$ cat config.mk
export PLATFORM = sky130hd
export DESIGN_NAME = wrm_mul_unit
export DESIGN_NICKNAME = d
export VERILOG_FILES = /design/src/sv/wrm_pkg.sv /design/src/sv/wrm_mul_unit.sv
export SDC_FILE = /design/constraint.sdc
export NUM_CORES = 2
export LEC_CHECK = 0
export BUFFER_PORTS_ARGS = -buffer_cell sky130_fd_sc_hd__buf_2
export CAP_MARGIN = 20
export CORE_MARGIN = 2
export CORE_UTILIZATION = 30
export CTS_CLUSTER_SIZE = 25
export DETAILED_ROUTE_END_ITERATION = 8
export SYNTH_ARGS = -nofsm -noshare
export SYNTH_HDL_FRONTEND = slang
export SYNTH_SLANG_ARGS = --single-unit
$ cat constraint.sdc
create_clock -name aclk -period 6.7 [get_ports aclk]
set_input_delay 0.67 -clock aclk [delete_from_list [all_inputs] [get_ports aclk]]
set_output_delay 0.67 -clock aclk [all_outputs]
set_load 0.05 [all_outputs]
$ cat src/sv/wrm_pkg.sv
`timescale 1ns / 1ps

package wrm_pkg;

    localparam int DEPTH_DEF        = 1024;
    localparam int SAMPLE_WIDTH_DEF = 32;

    localparam int DATA_W     = 32;
    localparam int IDX_W      = 10;
    localparam int TDATA_W    = 48;
    localparam int DECAY_W    = 16;
    localparam int WEIGHT_W   = 40;
    localparam int RECIP_W    = 32;
    localparam int DIGIT_W    = 16;
    localparam int OPB_W      = 32;
    localparam int ADDR_CMP_W = 17;
    localparam int CFG_ADDR_W = 1;
    localparam int CFG_DATA_W = 16;

    localparam int NDIG_WEIGHT = (WEIGHT_W + DIGIT_W - 1) / DIGIT_W;
    localparam int DEN_W       = WEIGHT_W + 1;
    localparam int NUM_W       = RECIP_W + DECAY_W;

    localparam logic [CFG_ADDR_W-1:0] REG_DECAY         = 1'b0;
    localparam logic [CFG_ADDR_W-1:0] REG_UPDATE_ENABLE = 1'b1;

    localparam logic [DECAY_W-1:0] DECAY_RESET = 16'd32768;
    localparam logic [RECIP_W-1:0] RECIP_ONE   = 32'h8000_0000;

    typedef struct packed {
        logic load;
        logic step;
    } mul_ctrl_t;

endpackage

$ cat src/sv/wrm_mul_unit.sv
`timescale 1ns / 1ps

module wrm_mul_unit #(
    parameter int OPA_W = 48
) (
    input  logic                            aclk,
    input  wrm_pkg::mul_ctrl_t              ctrl,
    input  logic [OPA_W-1:0]                opa,
    input  logic [wrm_pkg::OPB_W-1:0]       opb,
    output logic [OPA_W+wrm_pkg::OPB_W-1:0] acc
);

    import wrm_pkg::*;

    localparam int ACC_W  = OPA_W + OPB_W;
    localparam int PROD_W = DIGIT_W + OPB_W;

    logic [OPA_W-1:0]   opa_reg;
    logic [OPB_W-1:0]   opb_reg;
    logic [ACC_W-1:0]   acc_reg;
    logic [DIGIT_W-1:0] digit;
    logic [PROD_W-1:0]  prod;

    // Digits are consumed most significant first, so the sum is built in Horner form.
    assign digit = opa_reg[OPA_W-1 -: DIGIT_W];
    assign prod  = PROD_W'(digit) * PROD_W'(opb_reg);

    always_ff @(posedge aclk) begin
        if (ctrl.load) begin
            opa_reg <= opa;
            opb_reg <= opb;
            acc_reg <= '0;
        end else if (ctrl.step) begin
            opa_reg <= opa_reg << DIGIT_W;
            acc_reg <= (acc_reg << DIGIT_W) + ACC_W'(prod);
        end
    end

    assign acc = acc_reg;

endmodule

==> results by stage <==
Outcome:
- The flow ran to the end, and the final reports show no timing, DRC or antenna violations.

Global route:
- The initial antenna violation count was 1.
- Entering global routing, the biggest net connects 59 pins.
- In the global route stage, overall resource usage came out at 0.180.
- Global routing finished with a remaining overflow of 0.
- The number of global-route vias before repair was slightly below 20000.
- The first global-routing pass estimated around 110000 um of wire.

Placed design:
- The number of instances in the placed design is between 3000 and 4000.
- The count of buffers added on input and output ports is between 150 and 200.
- The congestion estimate from routability-driven global placement came to 0.930.
- Once detailed placement completed, the half-perimeter wirelength came to 57300 um.

Die:
- The die footprint is roughly 0.084 mm2.
- Measured along the x axis, the die boundary spans between 200 and 300 um.
- From bottom edge to top edge, the die measures around 290 um.
- The initial cell density of the core is 0.303.
- In this run the standard cell core region covers 0.0805 mm2.
- between 150 and 200 I/O pins were placed.
- The count of standard-cell rows is roughly 100.

Clocking:
- In this run the clock root is driven by a clkbuf_16.
- The buffer depth of the longest clock path is 2.
- The H-tree was split into 4 levels.
- In this run, CTS created clock tree buffers numbering 17.
- The clock reaches the later pin of the worst-skew pair after between 0.4 and 0.5 ns.
- TritonCTS built the clock tree.
- The clock slew at the register clock pins of the worst setup and hold paths is approximately 0.08 ns.
- The total clock sinks is 160.

Routing:
- The pre-antenna-repair detailed-routing pass consisted of 5 iterations.
- The count of antenna-violating nets left after detailed routing is 0.
- The routed wire length is approximately 73000 um.
- The total number of vias is approximately 19000.
- Dividing the detail-routed via count by the number of cells gives 4.82.
- After detailed routing, the average wire length per cell comes to 18.6 um.
- The number of DRC markers in iteration 0 is ~1500.
- The detailed-route DRC error count is 0.

STA:
- The time the worst path needs with I/O delays and setup is ~6.5 ns.
- The worst-margin pin slew is 1.02 ns.
- The fmax is approximately 150 MHz.
- Headroom to the max-slew limit came out at 0.320.
- The final clock skew is roughly 0.016 ns.
- The post-route fraction of the period consumed by the critical path is 0.974.
- The hold violation total from the final report was 0.
- The number of endpoints failing setup at the final stage is 0.
- The count of pins over their slew limit is 0.

Synth:
- Yosys mapped a number of flops with a built-in enable equal to 80.
- Counting flops with an async set or reset pin after synthesis yields a share of 0.
- By area, the combinational part of the netlist is dominated by adder cells.
- The Yosys step of the flow raised 0 warnings.
- The cell count after synthesis is roughly 2700.
- The post-synthesis share of cell area spent on full adders, half adders and majority gates is 0.439.
- When the netlist entered floorplanning its net count stood at ~3400.
- The portion of synthesized area spent on multiplexers is 0.0242.
- The flip-flop cell with the highest count after synthesis is edfxtp_1.
- Of the total synthesized cell area, the portion taken by AND, OR, NAND and NOR gates is 0.169.
- The per-instance average area after synthesis is about 9 um2.
- The cell area after synthesis is ~0.024 mm2.
- The xor/xnor cell area share of the yosys netlist is 0.0147.
- In this run, synthesis produced a sequential element count of between 150 and 200.
- The sequential element share of the synthesized area is 0.164.
- In this run, distinct cell masters in the synthesized netlist total 75.
- The post-synthesis compound-gate area fraction is 0.0778.

Setup path:
- Walking the worst path, the cells encountered are buf_4 > clkbuf_16 > nand2_1 > fa_1 > inv_1 > fa_1 > fa_1 > fa_1 > fa_1 > inv_1 > fa_1 > inv_1 > ha_1 > a211oi_1 > o211ai_1 > a22oi_2 > a2111oi_4 > buf_4 > nor2_1 > o21bai_1 > xnor2_1 > a211oi_1.
- The maximum fanout count along the critical path is 16.
- The critical path arrival is 6.88 ns.
- At the worst endpoint, the required time is between 7 and 8 ns.
- The nature of the critical path startpoint is a flip-flop.
- The critical path's top delay family is adder cells.
- The sort of element at the end of the critical path is a flip-flop.
- In this design, the critical path's most frequently occurring cell is fa_1.
- The worst setup path is of the flip-flop to flip-flop kind.
- The number of buffers and inverters on the critical path is 6.
- The slowest stage of the critical path is the fa_1 cell.
- On the worst path, the slowest cell contributes a delay of 0.64 ns.

Final layout:
- Across the whole layout, storage elements account for around 0.0040 mm2.
- The layout-stage area growth over the synthesis result is 15.1%.
- The share of cells above drive strength 1 is 0.137.
- The repair_antennas step left the layout with diodes totalling 0.
- Once layout is complete, the utilization of the core stands at 0.349.
- The post-route non-filler standard cell count is 3941.
- The final-stage net count is 3537.
- In the final layout, the multi-input gates occupy 0.0178 mm2.
- In the layout the commonest cells are 587 x inv_1, 449 x fa_1, 384 x nand2_1, 235 x and2_1, 160 x buf_2.
- The number of flip-flops in the largest register is 80.
- The count of fill cells added during filler insertion is 8232.
- Leaving out fill and tap cells, the most frequent cell in the layout is inv_1.

Run:
- The count of max-cap constraint violations is 0.

Worst hold path:
- The path class of the tightest hold or removal check is input pin to flip-flop.
-- metrics by stage --
step / hold WS [ns] / area, um2 / worst slack, ns / TNS [ns]
floorplan: 0.525 / 24400 / 0.426 / 0
CTS: 0.311 / 27600 / 0.0168 / 0
global placement: 0.455 / 27000 / 0.00271 / 0
global route: 0.334 / 28100 / -0.0542 / -0.205
detailed placement: 0.452 / 27000 / 0.0213 / 0
finish: 0.352 / 28100 / 0.173 / 0
-- cells in the mapped netlist (14+ instances only) --
cell      instances  area share
a21o_1           19      0.0058
a21oi_1          79       0.016
and2_1          237       0.061
clkbuf_1        118       0.018
dfxtp_1          80       0.066
edfxtp_1         80       0.098
fa_1            450        0.37
ha_1            136       0.070
inv_1           586       0.090
mux2_2           32       0.015
mux2i_1          23      0.0094
nand2_1         385       0.059
nand3_1          30      0.0062
nand4_1          29      0.0074
nor2_1           87       0.013
nor3_1           21      0.0043
o21ai_0          55       0.011
xnor2_1          27      0.0097
xor2_1           14      0.0050
-- metal layers --
layer	wire (um)	global-route usage
met5	0	0
met2	34400	0.288
met1	31100	0.242
met4	1800	0.0514
met3	6110	0.0421
-- cell type report --
class                      count  share of cell area
clock buffer                  19              0.0158
clock inverter                13             0.00365
inverter                     586              0.0783
multi-input combinational   1814               0.635
sequential                   160               0.142
tap                         1060              0.0472
timing repair buffer         289              0.0779
-- path summary, 6_finish.rpt --
kind	end	depth (start not counted)	slack, ns	from
max	acc[40]$_SDFFE_PP0P_	22	0.17	opa_reg[39]$_DFFE_PP_
min	opb_reg[12]$_DFFE_PP_	1	0.35	opb[12]
max reg2reg	acc[40]$_SDFFE_PP0P_	22	0.17	opa_reg[39]$_DFFE_PP_
min reg2reg	acc[66]$_SDFFE_PP0P_	2	0.47	acc[66]$_SDFFE_PP0P_
-- timing repair --
action                                  4_1_cts  5_1_grt
endpoints found under the setup margin        5       42
hold buffers                                  0        0
pin swaps                                     0        7
gates cloned                                  0        3
resized for setup                             1       33
buffers inserted                              4       27
-- kinds of logic (layout without fill, tap and decap cells) --
group / Yosys count / in the layout
AND/OR/NAND/NOR: 849 / 849
buffers and inverters: 720 / 907
adder cells (fa/ha/maj): 586 / 586
AO/OA/AOI/OAI: 283 / 283
flip-flops: 160 / 160
multiplexers: 55 / 55
XOR/XNOR: 41 / 41
Power is not shown: default switching activity piles up to over one toggle a cycle in this logic, so the estimate is an artifact.
