===== src/sv/wrm_pkg.sv =====
`timescale 1ns / 1ps

package wrm_pkg;

    localparam int DEPTH_DEF        = 1024;
    localparam int SAMPLE_WIDTH_DEF = 32;

    localparam int DATA_W     = 32;
    localparam int IDX_W      = 10;
    localparam int TDATA_W    = 48;
    localparam int DECAY_W    = 16;
    localparam int WEIGHT_W   = 40;
    localparam int RECIP_W    = 32;
    localparam int DIGIT_W    = 16;
    localparam int OPB_W      = 32;
    localparam int ADDR_CMP_W = 17;
    localparam int CFG_ADDR_W = 1;
    localparam int CFG_DATA_W = 16;

    localparam int NDIG_WEIGHT = (WEIGHT_W + DIGIT_W - 1) / DIGIT_W;
    localparam int DEN_W       = WEIGHT_W + 1;
    localparam int NUM_W       = RECIP_W + DECAY_W;

    localparam logic [CFG_ADDR_W-1:0] REG_DECAY         = 1'b0;
    localparam logic [CFG_ADDR_W-1:0] REG_UPDATE_ENABLE = 1'b1;

    localparam logic [DECAY_W-1:0] DECAY_RESET = 16'd32768;
    localparam logic [RECIP_W-1:0] RECIP_ONE   = 32'h8000_0000;

    typedef struct packed {
        logic load;
        logic step;
    } mul_ctrl_t;

endpackage


===== src/sv/wrm_recip_div.sv =====
`timescale 1ns / 1ps

module wrm_recip_div (
    input  logic                        aclk,
    input  logic                        aresetn,
    input  logic                        start,
    input  logic [wrm_pkg::DEN_W-1:0]   den,
    output logic                        done,
    output logic [wrm_pkg::RECIP_W-1:0] quot
);

    import wrm_pkg::*;

    localparam int CNT_W = $clog2(RECIP_W);

    logic               busy_reg;
    logic               done_reg;
    logic [CNT_W-1:0]   cnt_reg;
    logic [DEN_W-1:0]   den_reg;
    logic [DEN_W-1:0]   rem_reg;
    logic [RECIP_W-1:0] num_reg;
    logic [RECIP_W-1:0] q_reg;
    logic [NUM_W-1:0]   num;
    logic [DEN_W:0]     trial;
    logic               fits;

    // Rounded quotient: the dividend carries half the divisor.
    assign num   = (NUM_W'(1) << (NUM_W - 1)) + NUM_W'(den >> 1);
    assign trial = {rem_reg, num_reg[RECIP_W-1]};
    assign fits  = trial >= {1'b0, den_reg};

    always_ff @(posedge aclk) begin
        if (!aresetn) begin
            busy_reg <= 1'b0;
            done_reg <= 1'b0;
        end else begin
            done_reg <= 1'b0;
            if (start) begin
                busy_reg <= 1'b1;
                cnt_reg  <= '0;
                den_reg  <= den;
                rem_reg  <= DEN_W'(num[NUM_W-1:RECIP_W]);
                num_reg  <= num[RECIP_W-1:0];
                q_reg    <= '0;
            end else if (busy_reg) begin
                num_reg <= num_reg << 1;
                q_reg   <= {q_reg[RECIP_W-2:0], fits};
                cnt_reg <= cnt_reg + 1'b1;
                if (fits) begin
                    rem_reg <= DEN_W'(trial - {1'b0, den_reg});
                end else begin
                    rem_reg <= trial[DEN_W-1:0];
                end
                if (cnt_reg == CNT_W'(RECIP_W - 1)) begin
                    busy_reg <= 1'b0;
                    done_reg <= 1'b1;
                end
            end
        end
    end

    assign done = done_reg;
    assign quot = q_reg;

endmodule

===== config.mk =====
export PLATFORM = sky130hd
export DESIGN_NAME = wrm_recip_div
export DESIGN_NICKNAME = d
export VERILOG_FILES = /design/src/sv/wrm_pkg.sv /design/src/sv/wrm_recip_div.sv
export SDC_FILE = /design/constraint.sdc
export NUM_CORES = 1
export LEC_CHECK = 0
export BUFFER_PORTS_ARGS = -buffer_cell sky130_fd_sc_hd__buf_2
export CORE_MARGIN = 1
export CORE_UTILIZATION = 47
export CTS_CLUSTER_SIZE = 14
export DETAILED_ROUTE_END_ITERATION = 10
export GPL_TIMING_DRIVEN = 0
export PLACE_DENSITY = 0.66
export SYNTH_ARGS = -nofsm -noshare
export SYNTH_HDL_FRONTEND = slang
export SYNTH_SLANG_ARGS = --single-unit

===== constraint.sdc =====
create_clock -name aclk -period 5.7 [get_ports aclk]
set_input_delay 0.855 -clock aclk [delete_from_list [all_inputs] [get_ports aclk]]
set_output_delay 0.855 -clock aclk [all_outputs]
set_load 0.01 [all_outputs]

==> impl_metrics.py, run 1 <==
metrics = {
    "status": {
        "status": "finished, final reports clean",
    },
    "floorplan": {
        "start_util_pct": 47.9,
        "io_pins": 77,
        "die_x_um": 137,
        "row_count": 49,
        "die-height_um": 137,
        "dieArea_um2": 18800,
        "fp.coreArea_um2": 17900,
    },
    "critical_path": {
        "critical_path_class": "register to register",
        "cp_cell_sequence": "inv_1 > ha_1 > inv_1 > fa_1 > a21oi_1 > o211ai_2 > a22oi_2 > a211oi_2 > o211ai_1 > nand3_1 > clkbuf_1 > nand4_1 > nand3_1",
        "ff2ff_path_depth": 13,
        "worst_r2r_startpoint": "num_reg[31]$_DFFE_PP_",
        "critical_path_required_ns": 5.88,
        "worstSetupPathDepth": 13,
        "crit_family": "compound AO/OA/AOI/OAI gates",
        "crit_end": "rem_reg[38]$_SDFFCE_PP0P_",
        "cp_data_arrival_time_ns": 3.91,
        "end_kind": "register",
        "critPathLaunch": "num_reg[31]$_DFFE_PP_",
        "r2r_slack_ns": 1.97,
        "cpPeakStageDelay_ns": 0.48,
        "setup.worst_path.start_class": "register",
        "worstPathMaxFanout": 10,
        "critPathSlowestCell": "clkbuf_1",
        "crit_buf_inv": 3,
        "worstReg2RegEnd": "rem_reg[38]$_SDFFCE_PP0P_",
    },
    "routing": {
        "wirelength_um": 18800,
        "wl_per_cell_um": 16.8,
        "firstDrtPassIters": 5,
        "drc": 0,
        "drt_iter0_drc": 471,
        "route.antenna.remaining_nets": 0,
        "num_vias": 6227,
        "via_per_inst": 5.57,
    },
    "finish": {
        "layout_commonest_cell": "edfxtp_1",
        "stdcell_count": 1118,
        "drive_gt1_share_pct": 19.2,
        "final_cell_mix": "151 x edfxtp_1, 85 x buf_2, 82 x nand2_1",
        "finish.net_count": 964,
        "synthToLayoutAreaGrowth_pct": 15.4,
        "antennaDiodeCount": 0,
        "final_area_um2": 9890,
    },
    "grt": {
        "antenna_found_initial": 0,
        "grt_pass1_vias": 5956,
        "grtUsageTotal_pct": 21.3,
        "grt-ovfl-total": 0,
        "grt_max_degree": 64,
        "grt_pass1_wl_um": 30400,
    },
    "clocking": {
        "cts_made_buffers": 17,
        "post-cts-setup-buffers": 0,
        "clockBufferDepth": 2,
        "worstSkewPairLatency_ns": 0.44,
        "clk_pin_slew_ns": 0.07,
        "root_buffer": "clkbuf_16",
        "cts_resized": 0,
        "cts_tree": "built",
        "holdBufCountCts": 0,
        "htreeDepth": 4,
        "cts.sinks": 153,
    },
    "placed_design": {
        "pre_cts_ws_ns": 2.05,
        "placement.io_buffers": 75,
        "dp_cells": 1086,
        "placed_cell_area_um2": 9290,
        "gp_congestion": 0.900,
        "dp_hpwl_um": 13400,
    },
    "synthesis": {
        "ys_warn_count": 0,
        "synth-seq-cells": 153,
        "ys_seq_area_share_pct": 53.4,
        "synth.distinct_cells": 66,
        "syn_avg_cell_area_um2": 11.0,
        "netlist_area_um2": 8570,
        "synth-edff-count": 151,
        "synth_flop_cell": "edfxtp_1",
        "async_reset_ff_share_pct": 0,
        "synthCells": 780,
        "synth_nets": 868,
    },
    "timing": {
        "max_freq_mhz": 268,
        "rsz0062_at_grt": "false",
        "fin_crit_ns": 3.73,
        "slew_violations": 0,
        "hold_viol_final": 0,
        "timing.final.crit_share_pct": 65.5,
        "tightestPinTransition_ns": 0.722,
        "worst_slack_ns": 1.97,
        "relSlewSlack_pct": 51.9,
        "setup_violations": 0,
        "skew_ns": 0.0155,
    },
    "pwr": {
        "finalPower_mw": 3.25,
        "p_per_area_nw_per_um2": 329,
        "p_leak_nw": 4.04,
        "ir_worst_vdd_v": 0.000212,
    },
    "min_path": {
        "hold_depth": 1,
        "hp-class": "register to register",
        "min_from": "busy_reg$_SDFF_PN0_",
    },
    "job": {
        "maxCapViolCount": 0,
    },
}
==> stage by stage <==
stage          TNS, ns  hold slack (ns)  util [%]
6_report             0            0.519      55.2
5_1_grt              0            0.548      55.2
4_1_cts              0            0.521      55.2
3_5_place_dp         0            0.509      51.9
3_3_place_gp    -44.58            0.500      51.6
2_1_floorplan        0            0.490         -
==> synthesized netlist by cell type (all sizes together) (9+ instances only) <==
library cell / n / area, um^2
a211oi: 9 / 77.6
a21o: 22 / 166
a21oi: 69 / 349
and3: 9 / 57.6
buf: 14 / 87.6
clkbuf: 20 / 76.3
edfxtp: 151 / 4530
ha: 43 / 538
inv: 53 / 199
mux2: 32 / 360
nand2: 82 / 308
nand3: 23 / 120
nand4: 13 / 81.3
nor2: 45 / 169
nor2b: 38 / 238
nor3: 10 / 50.1
o21ai: 32 / 160
xnor2: 12 / 105
xor2: 14 / 123
==> final cells by class <==
class / instances / area [um^2]
clock inverters: 15 / 176
clock buffers: 17 / 425
well taps: 229 / 287
multi-input cells: 540 / 3640
inverters: 53 / 199
plain buffers: 34 / 164
fillers: 1590 / 8010
flip-flops and latches: 153 / 4570
repair buffers: 77 / 423
==> power breakdown <==
group | switching, mW | internal [mW]
sequential | 0.0339 | 1.35
clock | 0.541 | 0.592
combinational | 0.444 | 0.291
==> worst reg2reg max path, cell delays in order, from the launching register on <==
cell and delay [ns]:
edfxtp_1 0.38, inv_1 0.08, ha_1 0.17, inv_1 0.05, fa_1 0.40, a21oi_1 0.27
o211ai_2 0.20, a22oi_2 0.27, a211oi_2 0.16, o211ai_1 0.24, nand3_1 0.47, clkbuf_1 0.48
nand4_1 0.21, nand3_1 0.10
==> per-layer routing <==
metal  track usage [%]  wire length (um)  vias up
li1                  -                 -     3062
met1              29.5              8950     2996
met2              34.2              8680      150
met4              5.92               235        0
met3              3.63               885       19
met5                 0                 0        -
==> worst min path at each step <==
stage                      endpoint  slack [ns]
CTS                 done$_SDFF_PP0_        0.52
global placement    done$_SDFF_PP0_        0.50
detailed placement  done$_SDFF_PP0_        0.51
floorplan           done$_SDFF_PP0_        0.49
global route        done$_SDFF_PP0_        0.55
finish              done$_SDFF_PP0_        0.52
==> cell families after synthesis <==
logic type | Yosys count | share of synthesized area [%]
mux | 38 | 4.91
compound gates | 182 | 13.9
flops | 153 | 53.4
xor+xnor | 26 | 2.66
simple gates | 250 | 14.5
buf+inv | 87 | 4.23
fa+ha+maj | 44 | 6.51
Power figures use the tool's default switching activity.
==> run 2, diff against run 1 <==
PLACE_DENSITY = 0.69   (was 0.66)
clock period = 3.2 ns   (was 5.7 ns; I/O delays follow)
==> run 2 against run 1 <==
Compared with the run above: clock power is 83% higher; register-to-register slack worse by 1.9 ns; combinational power is 97% higher; first-iteration DRC count is 19% higher; clock skew is 0.0039 ns lower; total power is 84% higher; flip-flop and latch count stayed put; maximum frequency is 19% higher; critical path type unchanged.
==> impl_metrics.py, run 2 (same netlist as run 1, synthesis figures left out) <==
metrics = {
    "status": {
        "status": "finished, final reports clean",
    },
    "grt": {
        "grt-ovfl-total": 0,
        "grtUsageTotal_pct": 21.1,
        "antenna_found_initial": 0,
        "grt_pass1_vias": 5938,
        "gr-usage-met2_pct": 32.8,
        "busiest_layer": "met2",
        "met1_usage_pct": 29.1,
        "gr-usage-met3_pct": 4.00,
        "grt_pass1_wl_um": 30100,
        "grt_max_degree": 63,
    },
    "timing": {
        "worst_slack_ns": 0.0586,
        "skew_ns": 0.0116,
        "tightestPinTransition_ns": 0.761,
        "setup_violations": 0,
        "timing.final.crit_share_pct": 98.2,
        "hold_viol_final": 0,
        "fin_setup_tns_ns": 0,
        "max_freq_mhz": 318,
        "rsz0062_at_grt": "true",
        "fin_crit_ns": 3.14,
        "relSlewSlack_pct": 49.3,
        "slew_violations": 0,
    },
    "floorplan": {
        "io_pins": 77,
        "start_util_pct": 47.9,
        "die_x_um": 137,
        "dieArea_um2": 18800,
        "die-height_um": 137,
        "fp.coreArea_um2": 17900,
        "row_count": 49,
    },
    "routing": {
        "route.antenna.remaining_nets": 0,
        "via_per_inst": 5.56,
        "wirelength_um": 19300,
        "drc": 0,
        "firstDrtPassIters": 5,
        "num_vias": 6305,
        "drt_iter0_drc": 561,
        "wl_per_cell_um": 17.1,
    },
    "clocking": {
        "clockBufferDepth": 2,
        "cts.sinks": 153,
        "worstSkewPairLatency_ns": 0.45,
        "holdBufCountCts": 0,
        "htreeDepth": 4,
        "cts_tree": "built",
        "cts_made_buffers": 17,
        "clk_pin_slew_ns": 0.08,
        "root_buffer": "clkbuf_16",
    },
    "finish": {
        "layout_commonest_cell": "edfxtp_1",
        "finish.net_count": 979,
        "antennaDiodeCount": 0,
        "final_cell_mix": "151 x edfxtp_1, 82 x nand2_1, 79 x buf_2",
        "synthToLayoutAreaGrowth_pct": 19.7,
        "final_area_um2": 10300,
        "drive_gt1_share_pct": 23.1,
    },
    "min_path": {
        "min_from": "den[0]",
        "min_to": "den_reg[0]$_DFFE_PP_",
        "hp-class": "primary input to register",
        "hold_depth": 1,
    },
    "pwr": {
        "finalPower_mw": 5.98,
        "power_frac_clock_pct": 34.6,
        "combPwrFrac_pct": 24.2,
        "power.internal_mw": 4.08,
        "pwr-share-seq_pct": 41.1,
        "p_sw_mw": 1.90,
        "swShare_pct": 31.8,
        "p_leak_nw": 4.20,
        "p_per_area_nw_per_um2": 583,
        "ir_worst_vdd_v": 0.000416,
    },
    "placed_design": {
        "gp_congestion": 0.895,
        "placed_cell_area_um2": 9290,
        "dp_hpwl_um": 13100,
        "placement.io_buffers": 75,
        "pre_cts_ws_ns": -0.458,
    },
    "job": {
        "maxCapViolCount": 0,
    },
    "critical_path": {
        "critical_path_required_ns": 3.41,
        "r2r_slack_ns": 0.06,
        "cp_data_arrival_time_ns": 3.35,
        "end_kind": "register",
        "worstReg2RegEnd": "rem_reg[0]$_DFFE_PP_",
        "critical_path_class": "register to register",
        "worst_r2r_startpoint": "num_reg[31]$_DFFE_PP_",
        "ff2ff_path_depth": 14,
        "worstPathMaxFanout": 8,
        "setup.worst_path.start_class": "register",
    },
}
run 2: worst max path at each step:
stage	startpoint	slack, ns	cells past startpoint	end
floorplan	start	0.28	3	cnt_reg[0]$_SDFFCE_PP0P_
global placement	start	-0.86	3	num_reg[10]$_DFFE_PP_
detailed placement	num_reg[31]$_DFFE_PP_	-0.46	13	rem_reg[38]$_SDFFCE_PP0P_
CTS	num_reg[31]$_DFFE_PP_	0.002	14	rem_reg[7]$_DFFE_PP_
global route	num_reg[31]$_DFFE_PP_	-0.07	14	rem_reg[0]$_DFFE_PP_
finish	num_reg[31]$_DFFE_PP_	0.06	14	rem_reg[0]$_DFFE_PP_
run 2: power by group through the flow:
stage	logic [mW]	registers [mW]	clock network, mW
after global placement	1.27	2.51	0
final	1.45	2.46	2.07
after global routing	1.61	2.48	2.16
after floorplan	0.950	2.51	0
after detailed placement	1.28	2.50	0
after CTS	1.33	2.46	2.10
run 2: routing by layer:
metal / routed length (um) / vias to the layer above
li1: - / 3102
met1: 9050 / 3004
met2: 8940 / 164
met3: 909 / 35
met4: 417 / 0
met5: 0 / -
run 2: cell type report:
type	count	area (um^2)
fillers	1506	7650
flip-flops and latches	153	4570
multi-input cells	541	3780
repair buffers	93	582
clock buffers	17	425
well taps	229	287
plain buffers	32	219
inverters	53	199
clock inverters	15	191
run 2: critical path, cell delays in order (launching register included):
cell,delay (ns)
edfxtp_1,0.40
inv_2,0.10
ha_4,0.14
inv_2,0.04
fa_2,0.41
a21oi_4,0.20
o211ai_4,0.13
a22oi_2,0.29
a211oi_4,0.13
o211ai_1,0.24
and3_1,0.20
buf_6,0.15
buf_12,0.13
mux2i_1,0.07
mux2_2,0.26
run 2: per-stage QoR:
stage	hold slack, ns	instances	utilization (%)
2_1_floorplan	0.490	780	-
3_3_place_gp	0.497	1084	51.6
3_5_place_dp	0.527	1086	51.9
4_1_cts	0.191	1119	55.7
5_1_grt	0.198	1133	57.3
6_report	0.202	1133	57.3
run 2: timing repair:
item	in CTS	in global routing
setup buffers	1	13
cloned	0	3
endpoints found under the hold margin	0	0
gates resized for setup	15	41
setup endpoints to repair	42	40
pin swaps	3	12
==> run 3, diff against run 2 <==
PLACE_DENSITY = unset   (was 0.69)
PLACE_DENSITY_LB_ADDON = 0.1   (was unset)
clock period = 2.8 ns   (was 3.2 ns; I/O delays follow)
==> run 3 against run 2 <==
Compared with the run above: the run now ends with setup timing left; clock skew is 0.00050 ns lower; core utilization is 2.7 points higher; first-iteration DRC count is 15% lower; die area stayed put; critical endpoint unchanged.
==> impl_metrics.py, run 3 (same netlist as run 1, synthesis figures left out) <==
metrics = {
    "timing": {
        "setup_violations": 41,
        "relSlewSlack_pct": 53.6,
        "hold_viol_final": 0,
        "worst_slack_ns": -0.195,
        "timing.final.crit_share_pct": 107,
        "slew_violations": 0,
        "rsz0062_at_grt": "true",
        "skew_ns": 0.0111,
        "fin_crit_ns": 3.00,
        "tightestPinTransition_ns": 0.697,
        "max_freq_mhz": 334,
    },
    "routing": {
        "route.antenna.remaining_nets": 0,
        "drc": 0,
        "drt_iter0_drc": 477,
        "firstDrtPassIters": 5,
        "via_per_inst": 5.62,
        "num_vias": 6496,
        "wirelength_um": 21300,
        "wl_per_cell_um": 18.4,
    },
    "pwr": {
        "p_per_area_nw_per_um2": 660,
        "ir_worst_vdd_v": 0.000506,
        "p_leak_nw": 4.34,
        "pwr-share-seq_pct": 39.8,
        "power_frac_clock_pct": 33.4,
        "swShare_pct": 31.3,
        "combPwrFrac_pct": 26.7,
        "p_sw_mw": 2.22,
        "power.internal_mw": 4.87,
        "finalPower_mw": 7.09,
    },
    "critical_path": {
        "end_kind": "register",
        "crit_buf_inv": 3,
        "cpPeakStageDelay_ns": 0.46,
        "cp_cell_sequence": "buf_4 > fa_2 > a21oi_4 > o211ai_2 > a22oi_2 > a211oi_4 > o211ai_1 > and3_1 > buf_6 > buf_8 > mux2i_1 > mux2_4",
        "worstPathMaxFanout": 6,
        "r2r_slack_ns": -0.20,
        "worstSetupPathDepth": 12,
        "critical_path_class": "register to register",
        "cp_data_arrival_time_ns": 3.18,
        "worstReg2RegEnd": "rem_reg[0]$_DFFE_PP_",
        "ff2ff_path_depth": 12,
        "critPathLaunch": "rem_reg[0]$_DFFE_PP_",
        "critPathSlowestCell": "edfxtp_1",
        "crit_family": "compound AO/OA/AOI/OAI gates",
        "setup.worst_path.start_class": "register",
        "crit_end": "rem_reg[0]$_DFFE_PP_",
        "worst_r2r_startpoint": "rem_reg[0]$_DFFE_PP_",
        "critical_path_required_ns": 2.99,
    },
    "floorplan": {
        "die-height_um": 137,
        "io_pins": 77,
        "dieArea_um2": 18800,
        "die_x_um": 137,
        "start_util_pct": 47.9,
        "row_count": 49,
        "fp.coreArea_um2": 17900,
    },
    "finish": {
        "finish.net_count": 1001,
        "layout_commonest_cell": "edfxtp_1",
        "antennaDiodeCount": 0,
        "final_cell_mix": "151 x edfxtp_1, 79 x nand2_1, 76 x buf_2",
        "synthToLayoutAreaGrowth_pct": 25.4,
        "drive_gt1_share_pct": 29.5,
    },
    "clocking": {
        "holdBufCountCts": 0,
        "clk_pin_slew_ns": 0.07,
        "worstSkewPairLatency_ns": 0.44,
        "htreeDepth": 4,
        "cts.sinks": 153,
        "root_buffer": "clkbuf_16",
        "cts_tree": "built",
        "cts_made_buffers": 17,
        "clockBufferDepth": 2,
    },
    "placed_design": {
        "gp_congestion": 0.887,
        "pre_cts_ws_ns": -0.807,
        "placement.io_buffers": 75,
        "dp_hpwl_um": 14500,
    },
    "min_path": {
        "hp-class": "primary input to register",
        "min_from": "den[0]",
    },
    "grt": {
        "grt-ovfl-total": 0,
        "grt_pass1_wl_um": 33500,
        "grt_pass1_vias": 6336,
        "antenna_found_initial": 0,
        "grtUsageTotal_pct": 23.5,
        "grt_max_degree": 42,
    },
    "status": {
        "status": "finished with violations",
        "violations": "setup timing",
    },
    "job": {
        "maxCapViolCount": 0,
    },
}
[run 3: worst min-delay path by stage]
stage	to	slack, ns	cells after the start
finish	den_reg[0]$_DFFE_PP_	0.16	1
global route	den_reg[0]$_DFFE_PP_	0.14	1
CTS	den_reg[0]$_DFFE_PP_	0.15	1
detailed placement	done$_SDFF_PP0_	0.52	1
global placement	done$_SDFF_PP0_	0.51	1
floorplan	done$_SDFF_PP0_	0.50	1
[run 3: cell type report]
cell class / count / area (um^2)
clock inverter: 15 / 181
sequential: 153 / 4570
fill: 1538 / 7150
timing repair buffer: 116 / 797
tap: 229 / 287
multi-input combinational: 541 / 4050
inverter: 53 / 199
buffer: 31 / 239
clock buffer: 17 / 425
[run 3: power by group through the flow]
stage	Sequential [mW]	Combinational [mW]	Clock [mW]
after floorplan	2.86	1.09	0
after global placement	2.86	1.47	0
after detailed placement	2.87	1.50	0
after CTS	2.82	1.75	2.41
after global routing	2.84	2.06	2.50
final	2.83	1.90	2.37
[run 3: per-layer routing]
layer | vias up | part of all wire (%) | global-route usage [%]
met4 | 0 | 1.8 | 7.75
li1 | 3141 | - | -
met1 | 3135 | 46 | 31.8
met5 | - | 0 | 0
met3 | 37 | 3.8 | 3.67
met2 | 183 | 48 | 38.5
[run 3: per-stage QoR]
stage          utilization, %  TNS (ns)  area [um^2]  std cells  hold WS (ns)
6_report                 60.0     -5.69        10700       1155         0.158
5_1_grt                  60.0    -11.62        10700       1155         0.144
4_1_cts                  58.4     -6.24        10500       1145         0.146
3_5_place_dp             52.0    -26.31         9310       1087         0.521
3_3_place_gp             51.6   -100.41         9240       1084         0.514
2_1_floorplan               -         0         8580        780         0.501
[run 3: repair_timing]
item | 4_1_cts | 5_1_grt
endpoints found under the setup margin | 42 | 42
buffers inserted | 25 | 11
cloned | 3 | 0
pin swaps | 21 | 23
gates resized for setup | 72 | 49
endpoints found under the hold margin | 0 | 0
